<file path="config.mk">
export PLATFORM = sky130hd
export DESIGN_NAME = ssst_ram
export DESIGN_NICKNAME = d
export VERILOG_FILES = /design/src/design/ssst_ram.sv
export SDC_FILE = /design/constraint.sdc
export NUM_CORES = 1
export LEC_CHECK = 0
export BUFFER_PORTS_ARGS = -buffer_cell sky130_fd_sc_hd__buf_2
export CAP_MARGIN = 25
export CORE_MARGIN = 2
export CORE_UTILIZATION = 60
export CTS_CLUSTER_DIAMETER = 50
export DETAILED_ROUTE_END_ITERATION = 10
export PLACE_DENSITY = 0.74
export SLEW_MARGIN = 20
export SYNTH_ARGS = -nofsm -noshare
export SYNTH_HDL_FRONTEND = slang
export SYNTH_SLANG_ARGS = --single-unit
export TNS_END_PERCENT = 20
</file>
<file path="constraint.sdc">
create_clock -name i_clk -period 2.3 [get_ports i_clk]
set_input_delay 0.345 -clock i_clk [delete_from_list [all_inputs] [get_ports i_clk]]
set_output_delay 0.345 -clock i_clk [all_outputs]
set_load 0.05 [all_outputs]
</file>
<file path="src/design/ssst_ram.sv">
`default_nettype none

module ssst_ram #(
    parameter int WIDTH = 8,
    parameter int DEPTH = 64
) (
    input  wire logic                     i_clk,
    input  wire logic                     i_we,
    input  wire logic [$clog2(DEPTH)-1:0] i_waddr,
    input  wire logic [WIDTH-1:0]         i_wdata,
    input  wire logic [$clog2(DEPTH)-1:0] i_raddr,
    output logic      [WIDTH-1:0]         o_rdata
);

    logic [WIDTH-1:0] r_mem [DEPTH];

    always_ff @(posedge i_clk) begin
        if (i_we) begin
            r_mem[i_waddr] <= i_wdata;
        end
        o_rdata <= r_mem[i_raddr];
    end

endmodule

`default_nettype wire

</file>
==> summary.md <==
| Metric | Value |
|---|---|
| Placer Congestion | around 0.82 |
| Register area share after synthesis | 77.0% |
| Destination of the critical timing path | o_rdata[3] |
| Multi-input gate area | 0.00432 mm^2 |
| DR vias | 10200 |
| CTS tree | done |
| Mapped Cells | 940 |
| Min-Delay Path Class | in -> reg |
| Worst rel slew slack | 52.2% |
| Root Driver | clkbuf_16 |
| Worst setup EP type | register |
| Top cells by area, synth | edfxtp_1, mux4_2, nor2_1 |
| Row Count | 67 |
| Share of cells above drive strength 1 | between 30% and 40% |
| Detailed Routing Iterations Pass 1 | 5 |
| Worst VDD drop | 0.929 mV |
| Leak | 7.68 nW |
| WP data required | 2730 ps |
| # Post-CTS Setup Buffers | 0 |
| Pins Over Slew Limit | 0 |
| Initial core utilization | 60.6% |
| Fmax achieved | a little under 500 MHz |
| Die area | 0.0351 mm^2 |
| R2R setup slack | 280 ps |
| Worst skew pair latency | 570 ps |
| Number of routed nets with antenna violations | 0 |
| Placed cells | 1508 |
| Final Hold Fails | 0 |
| H-tree level count | 2 |
| Status | complete, no violations |
| Total chip power | 19.8 mW |
| PostCTS Resize Cnt | 0 |
| Fillcell total | 1990 |
| Most common cell after layout, fill and taps aside | edfxtp_1 |
| Sequential cell area | 0.0155 mm^2 |
| Vias in the first global route | 10400 |
| Chip Height | around 190 um |
| Largest net degree at the start of global routing | 65 |
| Vias/cell | 6.33 |
| Post-route clock period utilization | between 80 and 90% |
| DRC viols | 0 |
| Ys async rst share | 0% |
| I/O pins | 30 |
| Period minus WS final | 2020 ps |
| Pwr Density | 842 mW/mm^2 |
| Unrepaired setup endpoints after global routing | false |
| Core Box Area | 0.0333 mm^2 |
| Post-synth top area cell | edfxtp_1 |
| Reg2Reg Depth | 4 |
| First-pass GRT wire length | about 67000 um |
| Clk_skew | 12.6 ps |
| Final instance area | 0.0235 mm^2 |
| Post-Synth Simple-Gate Area | between 3 and 4% |
| Syn Area/Cell | 21.5 um^2 |
| Most frequent cells in the layout | edfxtp_1, buf_4, mux4_2 |
| Routed WL | ~45000 um |
| Dpl cell area | 0.0218 mm^2 |
| Initial antenna violation count | 1 |
| Crit path kind | reg -> reg |
| Drt initial violations | 1392 |
| Non-Filler Instances | around 1600 |
| Total congestion overflow | 0 |
| Area growth syn-to-layout | 16.4% |
| Port bufs | 29 |
| Critical Path AT | 2460 ps |
| Endpoints failing setup | 0 |
| GRT Resource Usage Total | a little over a quarter |
| Register bit count reported by yosys | 520 |
| Post-Syn Area | roughly 0.02 mm^2 |
| Pre-CTS setup slack | -259 ps |
| Synth cell types | 40 |
| Multiplexer share of the synthesized area | 15.9% |
| Syn nets | 962 |
| Die width | 187 um |
| PnR worst setup slack | ~280 ps |
| Clock Path Buffers | 3 |
| Primary FF master, synth | edfxtp_1 |
| Clock sinks | 520 |
| CTS Buf Count | 52 |
| RR Startpoint | r_mem[55][3] |
| Number of flops mapped to enable cells by yosys | just over 500 |
| Largest family of logic cells by synthesized area | multiplexers |
| Syn. warnings | 0 |
| Critical path fanouts, max | 1 |
| Crit Reg-Reg Endpoint | o_rdata[3] |
| Post-synth top area share | 76.2% |
| Xor/xnor cell area share of the yosys netlist | 0% |
| Hold_buf cts | 1 |
| Setup_tns | 0 ps |
| Max-cap violations | 0 |
| Nets | 1137 |
| Crit path launch | r_mem[55][3] |
| Final Util | 70.6% |
| Synth Area in Adders | 0% |
| Post-DP HPWL | 28900 um |
| Drt wl/cell | approximately 28 um |
| Hold Worst Slack | roughly 210 ps |
| Startpoint Class | register |
| Reg clk slew, reported paths | roughly 60 ps |
| Worst-Margin Slew | 717 ps |
| Synth Area in Compound Gates | 2.07% |
[cell usage after synthesis, types with 11 or more instances]
cell type and n:
edfxtp_1 512, mux4_2 126, nor2_1 83, mux2i_1 23
nand2_1 19, clkbuf_1 17, nor2b_1 14, buf_4 13
mux2_2 13, nand3_1 13, buf_2 11
[where the power goes]
group | internal (mW) | total [mW] | switching [mW]
Clock | 4.67 | 8.12 | 3.45
Sequential | 10.5 | 10.5 | 0.0350
Combinational | 0.453 | 1.12 | 0.670
[flip-flops by register name (all words and copies together) (netlist names)]
signal   flops
r_mem      512
o_rdata      8
[cell families after synthesis]
family,Yosys count
AO/OA/AOI/OAI,54
buffers and inverters,51
flip-flops,520
multiplexers,162
AND/OR/NAND/NOR,153
[how the worst min path moves through the flow]
stage,from,slack (ps),cells past startpoint,to
2_1_floorplan,i_wdata[0],440,0,r_mem[0][0]
3_3_place_gp,i_wdata[1],540,1,r_mem[16][1]
3_5_place_dp,i_wdata[1],540,1,r_mem[16][1]
6_report,i_raddr[5],210,3,o_rdata[2]
4_1_cts,i_raddr[5],180,3,o_rdata[2]
5_1_grt,i_raddr[5],230,3,o_rdata[2]
[cell type report]
cell class | instances | share of cell area, %
Clock inverter | 31 | 1.00
Antenna cell | 2 | 0.0213
Timing Repair Buffer | 172 | 6.06
Tap cell | 448 | 2.39
Sequential cell | 520 | 66.2
Multi-Input combinational cell | 369 | 18.4
Clock buffer | 64 | 5.99
[worst max-delay path, stage by stage (launching register included)]
cell and delay, ps:
edfxtp_1 370, mux4_2 470, mux4_2 520, o21ai_1 390, o41ai_1 140
[routing by layer]
layer  vias up  GRT usage (%)  share of wire (%)
met1      5230           37.3                 39
li1       4279              -                  -
met2       563           41.6                 49
met3        91           5.18                8.8
met5         -              0                  0
met4         0           9.52                3.4
No activity file was read; power rests on OpenSTA's default activity.
