==> config.mk <==
export PLATFORM = sky130hd
export DESIGN_NAME = ssst_match
export DESIGN_NICKNAME = d
export VERILOG_FILES = /design/src/design/ssst_pkg.sv /design/src/design/ssst_match.sv
export SDC_FILE = /design/constraint.sdc
export NUM_CORES = 1
export LEC_CHECK = 0
export ABC_AREA = 1
export BUFFER_PORTS_ARGS = -buffer_cell sky130_fd_sc_hd__buf_2
export CORE_ASPECT_RATIO = 0.8
export CORE_MARGIN = 8
export CORE_UTILIZATION = 27
export DETAILED_ROUTE_END_ITERATION = 8
export PLACE_DENSITY = 0.84
export SYNTH_ARGS = -nofsm -noshare
export SYNTH_HDL_FRONTEND = slang
export SYNTH_SLANG_ARGS = --single-unit
==> constraint.sdc <==
create_clock -name vclk -period 0.8
set_clock_uncertainty 0.2 [all_clocks]
set_input_delay 0 -clock vclk [all_inputs]
set_output_delay 0 -clock vclk [all_outputs]
set_load 0.01 [all_outputs]
==> src/design/ssst_pkg.sv <==
`default_nettype none

package ssst_pkg;

    // stream payload widths (whole bytes) and the result word width
    localparam int IN_DATA_W  = 88;
    localparam int OUT_DATA_W = 56;
    localparam int RES_W      = 50;

    typedef enum logic [1:0] {
        FUNC_ADD    = 2'd0,
        FUNC_LOOKUP = 2'd1,
        FUNC_ENTER  = 2'd2,
        FUNC_EXIT   = 2'd3
    } t_func;

    typedef enum logic [1:0] {
        ST_OK        = 2'd0,
        ST_FULL      = 2'd1,
        ST_UNDERFLOW = 2'd2,
        ST_OVERFLOW  = 2'd3
    } t_status;

    // fields of a matched entry
    typedef struct packed {
        logic [19:0] line;
        logic [7:0]  scope;
        logic [3:0]  vtype;
    } t_found;

    // compare flags for the entry on the read port
    typedef struct packed {
        logic name_eq;
        logic level_eq;
    } t_cmp;

    // result word, first field in the high bits
    typedef struct packed {
        logic [6:0]  entry_count;
        logic [7:0]  level_now;
        t_status     status;
        logic [19:0] found_line;
        logic [7:0]  found_scope;
        logic [3:0]  found_type;
        logic        found;
    } t_result;

    // zero every byte from the first zero byte on
    function automatic logic [63:0] end_at_nul(input logic [63:0] v);
        logic [63:0] r;
        logic        live;
        r    = '0;
        live = 1'b1;
        for (int i = 0; i < 8; i++) begin
            if (v[8*i +: 8] == 8'd0) begin
                live = 1'b0;
            end
            if (live) begin
                r[8*i +: 8] = v[8*i +: 8];
            end
        end
        return r;
    endfunction

endpackage

`default_nettype wire

==> src/design/ssst_match.sv <==
`default_nettype none

module ssst_match #(
    parameter int NAME_W = 64,
    parameter int LVL_W  = 8
) (
    input  wire logic [NAME_W+LVL_W+23:0] i_entry,
    input  wire logic [63:0]              i_key,
    input  wire logic [LVL_W-1:0]         i_level,
    output ssst_pkg::t_cmp                o_cmp,
    output ssst_pkg::t_found              o_found
);
    import ssst_pkg::*;

    // entry layout: {name, type, level, line}
    logic [NAME_W-1:0] e_name;
    logic [3:0]        e_type;
    logic [LVL_W-1:0]  e_level;
    logic [19:0]       e_line;

    assign e_line  = i_entry[19:0];
    assign e_level = i_entry[20 +: LVL_W];
    assign e_type  = i_entry[20+LVL_W +: 4];
    assign e_name  = i_entry[24+LVL_W +: NAME_W];

    // stored name is zero padded, so a longer key never matches
    assign o_cmp.name_eq  = (i_key == 64'(e_name));
    assign o_cmp.level_eq = (e_level == i_level);

    assign o_found.line  = e_line;
    assign o_found.scope = 8'(e_level);
    assign o_found.vtype = e_type;

endmodule

`default_nettype wire

==> flow_summary.yaml <==
logic_synthesis:
  synth_compound_area_share_pct: 0
  synth_top_family_by_area: "XOR/XNOR gates"
  syn_area_mm2: 0.00122
  synth-adder-area-share_pct: 0
  synth_xor_area_share_pct: 44.4
  netlist.area_leader.share_pct: 44.4
  synth_area_per_cell_um2: 5.83
  synthCells: 210
  synth-simple-area-share_pct: 29.9
  ys_top_cells_by_area: "xnor2_1, nand2_1, buf_4"
  ys_types: 6
  ys_warn_count: 0
  synth_top_area_cell: "xnor2_1"
  seq_area_frac_synth_pct: 0
  muxShareOfSynthArea_pct: 0
  syn_nets: 378
finish:
  nets: 526
  antennaDiodeCount: 0
  final_cell_mix: "buf_2, nand2_1, xnor2_1"
  drive_gt1_share_pct: 51.1
  seqCellArea_um2: 0
  n_sequential_cell: 0
  synthToLayoutAreaGrowth_pct: 93.0
  final_util_pct: 52.6
  final_cell_area_mm2: 0.00236
  nFillCells: 426
  layout_commonest_cell: "buf_2"
  stdcell_count: 416
  clock_buffers: 0
min_path:
  hold_path.startpoint: "i_entry[27]"
  hold_class: "in2out"
critical_path:
  cp_cell_sequence: "buf_2, xnor2_1, nand2_1, nor2_2, nand2_1, nor2_1, nand2_1, nor2_2, buf_2"
  critPathCaptureType: "output pin"
  cp.arrival_ns: 0.95
  startpoint: "i_entry[95]"
  cp_common_cell: "nand2_1"
  critPathBufInv: 2
  cp_slowest_cell: "xnor2_1"
  crit_family: "simple AND/OR/NAND/NOR gates"
  slowest_delay_ns: 0.15
  worstPathRequired_ns: 0.60
  crit_fanout: 1
  cp-start-kind: "input port"
  path_class: "in2out"
timing:
  fin_crit_sh_pct: 144
  rsz0062_at_grt: "yes"
  worst_pin_slew_ns: 0.174
  slew-limit-headroom_pct: 88.5
  max_freq_ghz: 0.868
  setup_viol: 2
  hold_viol: 2
  drv_slew: 0
  setup-tns-final_ns: -0.357
  layout_min_cycle_time_ns: 1.15
  worst_slack_ns: -0.352
  holdWs_ns: -0.0110
detailed_routing:
  avgRoutedWirePerCell_um: 13.9
  drt_wl_total_um: 5780
  drt_iter0_drc: 18
  vias_per_cell: 4.09
  first_pass_iters: 4
  drc_errors: 0
  ant_nets: 0
  dr_total_vias: 1703
placed_design:
  port_buffers: 154
  place_congestion: 0.778
  dp_hpwl_um: 4170
  post-place-ws_ns: -0.373
  postPlaceCellArea_mm2: 0.00183
  post-place-cells: 392
global_routing:
  grt_max_degree: 3
  grt_busiest_layer: "met2"
  use_met2_pct: 29.5
  track_usage_pct: 13.6
  grt-ovfl-total: 0
  grt_pass1_wl_um: 8180
  met3_usage_pct: 3.35
  antenna_found_initial: 0
  grt_pass1_vias: 1818
  use_met1_pct: 12.4
power:
  total_power_mw: 1.21
  ir_drop_v: 0.000255
  leakagePower_nw: 1.37
  p_per_area_mw_per_mm2: 513
floorplan:
  initial_utilization_pct: 27.3
  rows: 22
  die-area_mm2: 0.00696
  ios: 202
  dieWidth_um: 91.3
  core_mm2: 0.00449
  dieHeight_um: 76.2
status:
  violations: "negative hold slack, negative setup slack"
  outcome: "complete, but fails checks"
run:
  maxCapViolCount: 0
clock_tree:
  holdBufCountCts: 24
==> repair_timing <==
action	4_1_cts	5_1_grt
buffers inserted	0	0
endpoints found under the hold margin	24	2
endpoints found under the setup margin	1	13
gates resized for setup	17	39
pin swaps	33	26
==> cell usage after synthesis, drive strengths merged <==
library cell / count
nor2: 22
inv: 20
nand4: 2
nand2: 72
xnor2: 62
buf: 32
==> per-layer routing <==
metal  part of all wire, %  up-vias
li1                      -      874
met1                    32      731
met5                     0        -
met2                    59       90
met3                   7.1        8
met4                   1.2        0
==> cell families after synthesis <==
kind of cell	after synthesis
AND/OR/NAND/NOR	96
XOR/XNOR	62
buffers and inverters	52
==> power by group <==
part	switching, mW	internal (mW)	total (mW)
clock	0	0	0
combinational	0.478	0.733	1.21
sequential	0	0	0
==> area by class of cell <==
cell class	count	area (um^2)	share of cell area [%]
Inverter	20	75.1	3.18
Timing Repair Buffer	178	1140	48.2
Tap cell	60	75.1	3.18
Multi-Input combinational cell	158	1070	45.4
==> worst paths after layout <==
check                    endpoint  slack [ns]  depth (start not counted)
worst min-delay path  o_found[11]       -0.01                          2
worst max-delay path     o_cmp[1]       -0.35                          9
Note: power is estimated with default switching activity, not from simulation.
